$ cat config.mk
export PLATFORM = sky130hd
export DESIGN_NAME = stepper_phase_sequencer
export DESIGN_NICKNAME = d
export VERILOG_FILES = /design/src/rtl/sps_pkg.sv /design/src/rtl/stepper_phase_sequencer.sv /design/src/rtl/sps_cfg_regs.sv /design/src/rtl/sps_step_unit.sv
export SDC_FILE = /design/constraint.sdc
export NUM_CORES = 1
export LEC_CHECK = 0
export ABC_AREA = 1
export BUFFER_PORTS_ARGS = -buffer_cell sky130_fd_sc_hd__buf_4
export CORE_UTILIZATION = 55
export CTS_CLUSTER_DIAMETER = 200
export DETAILED_ROUTE_END_ITERATION = 12
export HOLD_SLACK_MARGIN = 0.12
export PLACE_DENSITY = 0.75
export SLEW_MARGIN = 25
export SYNTH_ARGS = -nofsm -noshare
export SYNTH_HDL_FRONTEND = slang
export SYNTH_SLANG_ARGS = --single-unit
export TNS_END_PERCENT = 10
$ cat constraint.sdc
create_clock -name clk_i -period 3.8 [get_ports clk_i]
set_input_delay 0.19 -clock clk_i [delete_from_list [all_inputs] [get_ports clk_i]]
set_output_delay 0.19 -clock clk_i [all_outputs]
set_load 0.005 [all_outputs]
$ cat src/rtl/sps_pkg.sv
// shared types and constants for the stepper phase sequencer
// no dependencies; imported by every module of the block

package sps_pkg;

  localparam int MODE_W       = 3;
  localparam int TEMP_W       = 10;
  localparam int HUM_W        = 7;
  localparam int PHASE_W      = 2;
  localparam int COIL_W       = 4;
  localparam int SWEEP_LEN_W  = 12;
  localparam int WINDOW_W     = 8;
  localparam int CFG_DATA_W   = 12;
  localparam int CFG_IDX_W    = 1;

  localparam logic [SWEEP_LEN_W-1:0] SWEEP_LEN_RESET = 12'd2080;
  localparam logic [WINDOW_W-1:0]    WINDOW_RESET    = 8'd50;

  typedef enum logic [MODE_W-1:0] {
    MODE_IDLE        = 3'd0,
    MODE_FOLLOW_TEMP = 3'd1,
    MODE_FOLLOW_HUM  = 3'd2,
    MODE_CW          = 3'd3,
    MODE_CCW         = 3'd4,
    MODE_SWEEP       = 3'd5
  } mode_e;

  typedef enum logic [CFG_IDX_W-1:0] {
    CFG_SWEEP_LENGTH  = 1'd0,
    CFG_FOLLOW_WINDOW = 1'd1
  } cfg_idx_e;

  typedef struct packed {
    logic [MODE_W-1:0]        movement_mode;
    logic signed [TEMP_W-1:0] temperature_f;
    logic [HUM_W-1:0]         humidity;
  } item_t;

  typedef struct packed {
    logic [PHASE_W-1:0] phase;
    logic [COIL_W-1:0]  coil_drive;
    logic               sweep_forward;
  } result_t;

  typedef struct packed {
    logic [SWEEP_LEN_W-1:0] sweep_length;
    logic [WINDOW_W-1:0]    follow_window;
  } cfg_t;

  function automatic logic [COIL_W-1:0] coil_pattern(input logic [PHASE_W-1:0] phase);
    logic [COIL_W-1:0] pat;
    unique case (phase)
      2'd0: pat = 4'hC;
      2'd1: pat = 4'h6;
      2'd2: pat = 4'h3;
      2'd3: pat = 4'h9;
      default: pat = 4'hC;
    endcase
    return pat;
  endfunction

endpackage

$ cat src/rtl/stepper_phase_sequencer.sv
// top level of the stepper phase sequencer: input register, step unit, result register
// depends on sps_pkg, sps_cfg_regs and sps_step_unit
//
// usage:
//   input channel: in_valid_i / in_stall_o with movement_mode_i, temperature_f_i and
//   humidity_i; one word is one step period. output channel: out_valid_o / out_stall_i
//   with phase_o, coil_drive_o and sweep_forward_o; one result word per input word.
//   config channel: cfg_valid_i / cfg_ready_o with cfg_index_i (0 sweep length,
//   1 follow window) and cfg_data_i; always ready, write only while the block is idle.
//   a word accepted is held in the input register; its result is computed from it and
//   registered in the result register, from which the output shows it.
//   throughput: one word per cycle while the output is not stalled; the state update is a
//   single pass of logic from the input register to the result register.
//   stall: while the output is stalled the result holds, the input register keeps
//   its word and in_stall_o rises once that register is full.
//   reset: both registers empty, phase 0, sweep count 0 counting up, stored readings
//   zero, follow timer saturated, sweep length 2080, follow window 50.

module stepper_phase_sequencer #(
  parameter int SWEEP_COUNT_BITS = 12
) (
  input  logic                              clk_i,
  input  logic                              rst_ni,
  input  logic                              in_valid_i,
  output logic                              in_stall_o,
  input  logic [sps_pkg::MODE_W-1:0]        movement_mode_i,
  input  logic signed [sps_pkg::TEMP_W-1:0] temperature_f_i,
  input  logic [sps_pkg::HUM_W-1:0]         humidity_i,
  output logic                              out_valid_o,
  input  logic                              out_stall_i,
  output logic [sps_pkg::PHASE_W-1:0]       phase_o,
  output logic [sps_pkg::COIL_W-1:0]        coil_drive_o,
  output logic                              sweep_forward_o,
  input  logic                              cfg_valid_i,
  output logic                              cfg_ready_o,
  input  logic [sps_pkg::CFG_IDX_W-1:0]     cfg_index_i,
  input  logic [sps_pkg::CFG_DATA_W-1:0]    cfg_data_i
);
  import sps_pkg::*;

  item_t   item_q;
  logic    in_valid_q, in_valid_d;
  result_t res_q, res_next;
  logic    out_valid_q, out_valid_d;
  cfg_t    cfg;
  logic    out_ready, advance, accept;

  assign out_ready  = !out_valid_q || !out_stall_i;
  assign advance    = in_valid_q && out_ready;
  assign in_stall_o = in_valid_q && !out_ready;
  assign accept     = in_valid_i && !in_stall_o;

  always_comb begin
    in_valid_d = in_valid_q;
    if (accept) begin
      in_valid_d = 1'b1;
    end else if (advance) begin
      in_valid_d = 1'b0;
    end
    out_valid_d = out_valid_q;
    if (advance) begin
      out_valid_d = 1'b1;
    end else if (!out_stall_i) begin
      out_valid_d = 1'b0;
    end
  end

  always_ff @(posedge clk_i or negedge rst_ni) begin
    if (!rst_ni) begin
      in_valid_q  <= 1'b0;
      out_valid_q <= 1'b0;
    end else begin
      in_valid_q  <= in_valid_d;
      out_valid_q <= out_valid_d;
    end
  end

  always_ff @(posedge clk_i) begin
    if (accept) begin
      item_q.movement_mode <= movement_mode_i;
      item_q.temperature_f <= temperature_f_i;
      item_q.humidity      <= humidity_i;
    end
    if (advance) begin
      res_q <= res_next;
    end
  end

  sps_cfg_regs u_cfg (
    .clk_i       (clk_i),
    .rst_ni      (rst_ni),
    .cfg_valid_i (cfg_valid_i),
    .cfg_ready_o (cfg_ready_o),
    .cfg_index_i (cfg_index_i),
    .cfg_data_i  (cfg_data_i),
    .cfg_o       (cfg)
  );

  sps_step_unit #(
    .SWEEP_COUNT_BITS (SWEEP_COUNT_BITS)
  ) u_step (
    .clk_i  (clk_i),
    .rst_ni (rst_ni),
    .en_i   (advance),
    .item_i (item_q),
    .cfg_i  (cfg),
    .res_o  (res_next)
  );

  assign out_valid_o     = out_valid_q;
  assign phase_o         = res_q.phase;
  assign coil_drive_o    = res_q.coil_drive;
  assign sweep_forward_o = res_q.sweep_forward;

  a_advance_shows: assert property (@(posedge clk_i) disable iff (!rst_ni)
    advance |=> out_valid_o)
    else $error("consumed word produced no result");

  a_stall_needs_word: assert property (@(posedge clk_i) disable iff (!rst_ni)
    in_stall_o |-> (in_valid_q && out_valid_q))
    else $error("input stalled with nothing pending");

  a_coil_matches_phase: assert property (@(posedge clk_i) disable iff (!rst_ni)
    out_valid_o |-> (coil_drive_o == coil_pattern(phase_o)))
    else $error("coil pattern does not match phase");

endmodule

$ cat src/rtl/sps_cfg_regs.sv
// configuration registers: sweep length and follow window
// depends on sps_pkg

module sps_cfg_regs (
  input  logic                              clk_i,
  input  logic                              rst_ni,
  input  logic                              cfg_valid_i,
  output logic                              cfg_ready_o,
  input  logic [sps_pkg::CFG_IDX_W-1:0]     cfg_index_i,
  input  logic [sps_pkg::CFG_DATA_W-1:0]    cfg_data_i,
  output sps_pkg::cfg_t                     cfg_o
);
  import sps_pkg::*;

  cfg_t cfg_q, cfg_d;

  assign cfg_ready_o = 1'b1;

  always_comb begin
    cfg_d = cfg_q;
    if (cfg_valid_i) begin
      unique case (cfg_idx_e'(cfg_index_i))
        CFG_SWEEP_LENGTH:  cfg_d.sweep_length  = cfg_data_i[SWEEP_LEN_W-1:0];
        CFG_FOLLOW_WINDOW: cfg_d.follow_window = cfg_data_i[WINDOW_W-1:0];
        default: cfg_d = cfg_q;
      endcase
    end
  end

  always_ff @(posedge clk_i or negedge rst_ni) begin
    if (!rst_ni) begin
      cfg_q.sweep_length  <= SWEEP_LEN_RESET;
      cfg_q.follow_window <= WINDOW_RESET;
    end else begin
      cfg_q <= cfg_d;
    end
  end

  assign cfg_o = cfg_q;

endmodule

$ cat src/rtl/sps_step_unit.sv
// phase, sweep and follow-timer state with the per-period update logic
// depends on sps_pkg

module sps_step_unit #(
  parameter int SWEEP_COUNT_BITS = 12
) (
  input  logic              clk_i,
  input  logic              rst_ni,
  input  logic              en_i,
  input  sps_pkg::item_t    item_i,
  input  sps_pkg::cfg_t     cfg_i,
  output sps_pkg::result_t  res_o
);
  import sps_pkg::*;

  localparam int CmpW = (SWEEP_COUNT_BITS > SWEEP_LEN_W) ? SWEEP_COUNT_BITS : SWEEP_LEN_W;
  localparam logic [SWEEP_COUNT_BITS-1:0] CountMax = '1;

  logic [PHASE_W-1:0]          phase_q, phase_d;
  logic [SWEEP_COUNT_BITS-1:0] count_q, count_d;
  logic                        up_q, up_d;
  logic [TEMP_W-1:0]           prev_temp_q, prev_temp_d;
  logic [HUM_W-1:0]            prev_hum_q, prev_hum_d;
  logic [WINDOW_W-1:0]         since_q, since_d;

  logic                        changed;
  logic [WINDOW_W-1:0]         since_inc;
  logic [SWEEP_COUNT_BITS-1:0] count_inc, count_dec;
  logic [CmpW-1:0]             count_ext, len_ext;

  always_comb begin
    changed = (mode_e'(item_i.movement_mode) == MODE_FOLLOW_TEMP)
              ? (item_i.temperature_f != prev_temp_q)
              : (item_i.humidity != prev_hum_q);
    since_inc = (since_q != '1) ? since_q + 1'b1 : since_q;
    count_inc = (count_q != CountMax) ? count_q + 1'b1 : count_q;
    count_dec = (count_q != '0) ? count_q - 1'b1 : count_q;
    count_ext = CmpW'(count_inc);
    len_ext   = CmpW'(cfg_i.sweep_length);
  end

  always_comb begin
    phase_d     = phase_q;
    count_d     = count_q;
    up_d        = up_q;
    prev_temp_d = prev_temp_q;
    prev_hum_d  = prev_hum_q;
    since_d     = since_q;
    unique case (mode_e'(item_i.movement_mode))
      MODE_FOLLOW_TEMP, MODE_FOLLOW_HUM: begin
        prev_temp_d = item_i.temperature_f;
        prev_hum_d  = item_i.humidity;
        if (changed) begin
          since_d = '0;
        end else begin
          since_d = since_inc;
          if (since_inc < cfg_i.follow_window) begin
            phase_d = phase_q - 1'b1;
          end
        end
      end
      MODE_CW:  phase_d = phase_q - 1'b1;
      MODE_CCW: phase_d = phase_q + 1'b1;
      MODE_SWEEP: begin
        if (up_q) begin
          phase_d = phase_q - 1'b1;
          count_d = count_inc;
          if (count_ext >= len_ext || count_inc == CountMax) begin
            up_d = 1'b0;
          end
        end else begin
          phase_d = phase_q + 1'b1;
          count_d = count_dec;
          if (count_dec == '0) begin
            up_d = 1'b1;
          end
        end
      end
      default: phase_d = phase_q;
    endcase
  end

  always_ff @(posedge clk_i or negedge rst_ni) begin
    if (!rst_ni) begin
      phase_q     <= '0;
      count_q     <= '0;
      up_q        <= 1'b1;
      prev_temp_q <= '0;
      prev_hum_q  <= '0;
      since_q     <= '1;
    end else if (en_i) begin
      phase_q     <= phase_d;
      count_q     <= count_d;
      up_q        <= up_d;
      prev_temp_q <= prev_temp_d;
      prev_hum_q  <= prev_hum_d;
      since_q     <= since_d;
    end
  end

  assign res_o.phase         = phase_d;
  assign res_o.coil_drive    = coil_pattern(phase_d);
  assign res_o.sweep_forward = up_d;

  // state only moves when an item is consumed
  a_hold_when_idle: assert property (@(posedge clk_i) disable iff (!rst_ni)
    !en_i |=> ($stable(phase_q) && $stable(count_q) && $stable(up_q) && $stable(since_q)))
    else $error("step state changed without an item");

  // a down sweep never sits at a zero count
  a_zero_count_up: assert property (@(posedge clk_i) disable iff (!rst_ni)
    (count_q == '0) |-> up_q)
    else $error("sweep count zero while sweeping down");

  // phase moves at most one step per item
  a_single_step: assert property (@(posedge clk_i) disable iff (!rst_ni)
    en_i |=> (phase_q == $past(phase_q) || phase_q == $past(phase_q) + 2'd1
              || phase_q == $past(phase_q) - 2'd1))
    else $error("phase jumped by more than one step");

endmodule

==> results of run 1 <==
[per-stage QoR]
stage	setup WS [ns]	power, uW	utilization (%)	hold slack, ns
2_1_floorplan	0.870	2210	-	-0.106
3_3_place_gp	0.665	2490	62.5	0.320
3_5_place_dp	0.466	2540	62.5	0.325
4_1_cts	0.454	3240	68.6	0.120
5_1_grt	0.123	3500	68.6	0.134
6_report	0.499	3230	68.6	0.137
[worst paths after layout]
check / endpoint / slack [ns]
max: coil_drive_o[0]$_DFFE_PP_ / 0.50
min: u_cfg.cfg_o[15]$_DFFE_PN0P_ / 0.14
max reg2reg: coil_drive_o[0]$_DFFE_PP_ / 0.50
min reg2reg: out_valid_o$_DFFE_PN0P_ / 0.49
max in group asynchronous: u_step.prev_hum_q[4]$_DFFE_PN0P_ / 2.83
min in group asynchronous: u_cfg.cfg_o[18]$_DFFE_PN0P_ / 0.44
[report_power, final]
part	internal, uW	leakage, uW	switching [uW]
registers	1210	0.000986	168
clock network	311	0.000104	360
logic	476	0.00185	707
total	2000	0.00294	1240
[final cells by class]
class	count	share of cell area (%)
clock inverters	7	1.26
clock buffers	9	2.05
well taps	108	2.24
repair buffers	81	11.4
flip-flops and latches	89	39.4
inverters	84	5.22
multi-input cells	434	38.4
[state kept, by name, summed over array words and instances (netlist names)]
signal,cells
u_step.prev_hum_q,7
u_step.up_q,1
in_valid_q,1
item_q,20
u_step.prev_temp_q,10
coil_drive_o,4
sweep_forward_o,1
phase_o,2
u_step.since_q,8
u_step.phase_q,2
out_valid_o,1
u_step.count_q,12
u_cfg.cfg_o,20
[kinds of logic after synthesis]
family          count (synthesis)
simple gates                  273
flops                          89
fa+ha+maj                      27
buf+inv                        95
xor+xnor                       33
other cells                     1
compound gates                100
[layer usage]
metal  GRT usage (%)  part of all wire (%)  routed length [um]  vias to the layer above
met1            29.3                    43                4630                     1975
met5               0                     0                   0                        -
met2            45.9                    51                5570                       99
met4            11.4                   2.5                 272                        0
li1                -                     -                   -                     2148
met3            4.15                   3.5                 380                       24
[cell usage after synthesis, drive strengths merged, types with 4 or more instances]
cell type / n / share of area [%]
nor2: 36 / 3.0
clkbuf: 7 / 0.52
xnor2: 14 / 2.4
inv: 82 / 6.1
a21oi: 35 / 3.5
dfrtp: 48 / 24
o21ai: 56 / 5.8
nand2: 185 / 14
nand3: 29 / 3.1
dfstp: 14 / 7.3
nor3: 13 / 1.5
xor2: 19 / 3.3
ha: 27 / 6.7
buf: 4 / 0.57
edfxtp: 27 / 16
[worst max-delay path, cell delays in order, from the launching register on]
cell     delay [ns]
dfstp_2        0.55
inv_1          0.05
nor3_1         0.18
inv_1          0.09
nor3_1         0.24
nand2_1        0.11
nand2_1        0.08
nand3_1        0.10
ha_1           0.32
a21oi_1        0.13
o21ai_0        0.08
a21oi_1        0.20
nand2_1        0.10
nand2_1        0.06
nand3_1        0.08
nand2_1        0.13
inv_1          0.09
ha_1           0.19
or2_2          0.27
==> run summary, run 1 <==
Post-Place Cells: 763
final setup fails: 0
Post-DP Area: 5510 um2
Adder-Cell Fraction of Synth Area: 6.67%
ys async rst share: 69.7%
maxcap violations: 0
Synth Area in Simple Gates: 22.7%
Final Cycle Share: 86.9%
vias in the first global route: 4421
fin cells: 812
area of the multi-input gates: 2320 um2
leak pwr: 0.00294 uW
share of cells above drive strength 1: 13.5%
Layout area overhead: 19.2%
startpoint types: register
Sequential Area: 2380 um2
Mapped Area: 5070 um2
Worst setup EP type: register
clk sinks: 89
PwrDens: 535 nW/um2
layout filler cell count: 696
Worst-Skew Late Latency: 0.36 ns
first-pass GRT wire length: 19.3 mm
setup_tns: 0 ns
syn_nets: 683
WS Path Type: register to register
drt first pass iters: 9
Clock Skews: 0.0117 ns
Slew @ Worst Pin: 0.789 ns
cell chosen for the clock root: clkbuf_8
status: finished with violations
maximum number of pins on one net before global-route repair: 63
failing checks: DRC
Seq cells post-synth: 89
initial core utilization: 57.5%
min Tclk post-route: 3.30 ns
commonest non-fill, non-tap cells in the layout: 183 x nand2_1, 78 x inv_1, 53 x o21ai_0
die height: 98.0 um
gpl congestion: 0.980
fin area: 6040 um2
Post-Synth XOR/XNOR Area: 5.70%
required time of the critical path: 3.92 ns
RSZ-0062 raised after global routing: no
all-layer global routing usage: 25.3%
max-slew violations: 0
Primary FF master, synth: dfrtp_1
routed len/inst: 13.4 um
clk slew on worst S/H paths: 0.10 ns
hold_sp: cfg_data_i[7]
Worst Setup SP: u_step.since_q[2]$_DFFE_PN1P_
Clock Path Buffers: 2
complex-gate fraction of the synthesized area: 10.6%
Warnings, synthesis: 0
gr ovfl total: 0
via count: 4246
hold_buf cts: 33
number of synthesized flops with an enable pin: 27
drt initial violations: 264
Post-CTS Setup Bufs: 0
drt drc: 1
IO buf count: 46
WL final: 10.9 mm
Hold Violations, Final: 0
mux share of post-synthesis cell area: 0%
reg2reg start: u_step.since_q[2]$_DFFE_PN1P_
f_max: 0.303 GHz
cells after synthesis: 618
Detailed Place HPWL: 7.71 mm
critical path arrival: 3.42 ns
largest family of logic cells by synthesized area: simple AND/OR/NAND/NOR gates
H-tree levels: 3
PostCTS Resize Cnt: 0
nets@finish: 764
drt via density: 5.23
worst hold path depth: 3
Seq/Total Area, Yosys: 47.0%
initial antenna violation count: 0
die area: 9600 um2
antenna viol nets, final: 0
num rows: 34
Core ar.: 8810 um2
Die X: 98.0 um
CTS tree: yes
Hold Crit Class: primary input to register
Boundary Pins: 48
commonest non-fill, non-tap cell in the layout: nand2_1
worst-path maximum fanout: 3
syn_area_per_cell: 8.20 um2
Distinct cells, synth: 39
Peak VDD IR: 0.282 mV
reg2reg path depth: 18
Num CTS Buffers: 9
Relative slew margins: 47.4%
# diodes: 0
No activity file was read; power rests on OpenSTA's default activity.
==> run 2, diff against run 1 <==
- BUFFER_PORTS_ARGS: -buffer_cell sky130_fd_sc_hd__buf_4 -> default
- DONT_BUFFER_PORTS: default -> 1
- PLACE_DENSITY: 0.75 -> 0.7
==> run 2 against run 1 <==
Net effect: the run still ends with DRC left; via count down 3.3%; critical path depth shrank 2; register-to-register slack got worse by 0.02 ns; sequential share of layout area is 2.1 points higher; non-clock buffer count down 42; cell area down 5.1%; wire length fell by 0.91%; highest routed layer unchanged; clock-buffer cell count unchanged; critical path type unchanged; setup slack lost 0.016 ns; largest power group unchanged; fmax shrank 0.47%.
==> run summary, run 2 (synthesized netlist as in run 1, its figures left out) <==
status: finished with violations
failing checks: DRC
leak pwr: 0.00272 uW (-7.4%)
Boundary Pins: 48 (unchanged)
startpoint types: register
hold_sp: cfg_index_i
largest stage delay on the critical path: 0.56 ns (about the same)
antenna viol nets, final: 0 (unchanged)
H-tree levels: 3 (unchanged)
reg2reg path depth: 16 (-2)
Worst Setup SP: u_step.since_q[0]$_DFFE_PN1P_
Core ar.: 8810 um2 (unchanged)
Worst setup EP type: register
Post-CTS Setup Bufs: 0 (unchanged)
Num CTS Buffers: 9 (unchanged)
Clock Skews: 0.0113 ns (-0.000438 ns)
Slew @ Worst Pin: 0.724 ns (-0.0649 ns)
min Tclk post-route: 3.32 ns (+0.0157 ns)
Die X: 98.0 um (unchanged)
max-slew violations: 0 (unchanged)
RSZ-0062 raised after global routing: no
worst hold path depth: 3 (unchanged)
Hold Violations, Final: 0 (unchanged)
drt drc: 2 (+1)
Detailed Place HPWL: 7.37 mm (-4.5%)
vias in the first global route: 4065 (-8.1%)
critical path's slowest cell: dfstp_2
die height: 98.0 um (unchanged)
PostCTS Resize Cnt: 0 (unchanged)
initial core utilization: 57.5% (unchanged)
nets@finish: 722 (-5.5%)
maximum number of pins on one net before global-route repair: 63 (unchanged)
pre-CTS setup slack: 0.539 ns (+0.0720 ns)
CP most frequent cell: nand2_1
routed len/inst: 14.0 um (+4.5%)
critical path arrival: 3.43 ns (about the same)
Clock Path Buffers: 2 (unchanged)
Hold Crit Class: primary input to register
f_max: 0.301 GHz (-0.47%)
commonest non-fill, non-tap cells in the layout: 183 x nand2_1, 78 x inv_1, 53 x o21ai_0
CTS tree: yes
first-pass GRT wire length: 18.5 mm (-4.0%)
clk sinks: 89 (unchanged)
gr ovfl total: 0 (unchanged)
reg2reg start: u_step.since_q[0]$_DFFE_PN1P_
share of cells above drive strength 1: 7.70% (-5.8 points)
Relative slew margins: 51.7% (+4.3 points)
final setup fails: 0 (unchanged)
all-layer global routing usage: 24.4% (-0.93 points)
die area: 9600 um2 (unchanged)
Layout area overhead: 13.0%
worst-path maximum fanout: 9 (+6)
Final WS setup: 0.483 ns (-0.0157 ns)
# diodes: 0 (unchanged)
gpl congestion: 0.958 (-2.3%)
maxcap violations: 0 (unchanged)
cell chosen for the clock root: clkbuf_8
num rows: 34 (unchanged)
Final Cycle Share: 87.3% (+0.41 points)
PwrDens: 542 nW/um2 (+1.3%)
WS Path Type: register to register
drt initial violations: 185 (-30%)
clk slew on worst S/H paths: 0.10 ns (about the same)
required time of the critical path: 3.91 ns (about the same)
drt first pass iters: 9 (unchanged)
Sequential Area: 2380 um2 (unchanged)
hold_buf cts: 37 (+12%)
via count: 4104 (-3.3%)
IO buf count: 0 (-100%)
setup_tns: 0 ns (unchanged)
Peak VDD IR: 0.301 mV (+6.8%)
Cell Chain, Critical Path: ha_1, nand2_1, nor2_2, nand2_1, o21ai_0, ha_1, a21oi_1, o21ai_0, a21oi_1, nand2_1, nand2_1, nand3_1, nand2_1, inv_1, ha_1, or2_2
commonest non-fill, non-tap cell in the layout: nand2_1
drt via density: 5.33 (+1.9%)
layout filler cell count: 738 (+6.0%)
WL final: 10.8 mm (-0.91%)
area of the multi-input gates: 2320 um2 (unchanged)
initial antenna violation count: 0 (unchanged)
Worst-Skew Late Latency: 0.36 ns (about the same)
-- run 2: cell count changes in the layout (fill, tap and decap cells not counted), sizes merged --
cell         delta
buf            -45
bufinv          -1
clkinv          -1
clkinvlp        +3
dlygate4sd3     +3
inv             -1
-- run 2: layout make-up --
class | count | area share, %
sequential | 89 | 41.5
multi-input combinational | 434 | 40.5
timing repair buffer | 39 | 7.03
inverter | 84 | 5.50
tap | 108 | 2.36
clock buffer | 9 | 2.16
clock inverter | 7 | 0.939
-- run 2: worst paths after layout --
check                                                 to  slack [ns]
setup / recovery               coil_drive_o[2]$_DFFE_PP_        0.48
hold / removal                u_cfg.cfg_o[4]$_DFFE_PN1P_        0.29
setup reg to reg               coil_drive_o[2]$_DFFE_PP_        0.48
hold reg to reg                  out_valid_o$_DFFE_PN0P_        0.49
max in group asynchronous  u_step.since_q[5]$_DFFE_PN1P_        3.12
min in group asynchronous    u_cfg.cfg_o[16]$_DFFE_PN0P_        0.35
-- run 2: per-layer routing --
metal / up-vias / track usage, % / part of all wire, %
li1: 2070 / - / -
met1: 1900 / 29.9 / 44
met2: 110 / 42.7 / 50
met3: 24 / 4.87 / 4.2
met4: 0 / 8.74 / 2.5
met5: - / 0 / 0
-- run 2: critical path: cells and delay by family, from the launching register on --
kind                     cells  cell delay [ns]
AO/OA/AOI/OAI                4             0.61
adder cells (fa/ha/maj)      3             0.66
buffers and inverters        1             0.09
flip-flops                   1             0.56
AND/OR/NAND/NOR              8             1.17
-- run 2: power breakdown --
group          total (uW)  internal (uW)  leakage, uW  switching, uW
registers            1380           1210     0.000986            171
logic                1120            431      0.00166            687
clock network         606            242    0.0000822            364
total                3110           1880      0.00272           1220
-- run 2: metrics by stage --
step	utilization (%)	cell area, um2	hold WS (ns)	power [uW]	std cells
after floorplan	-	5070	-0.106	2210	618
after global routing	65.0	5730	0.342	3360	770
after CTS	65.0	5730	0.277	3120	770
after detailed placement	58.6	5160	-0.104	2460	717
after global placement	58.6	5160	-0.104	2410	717
final	65.0	5730	0.289	3110	770
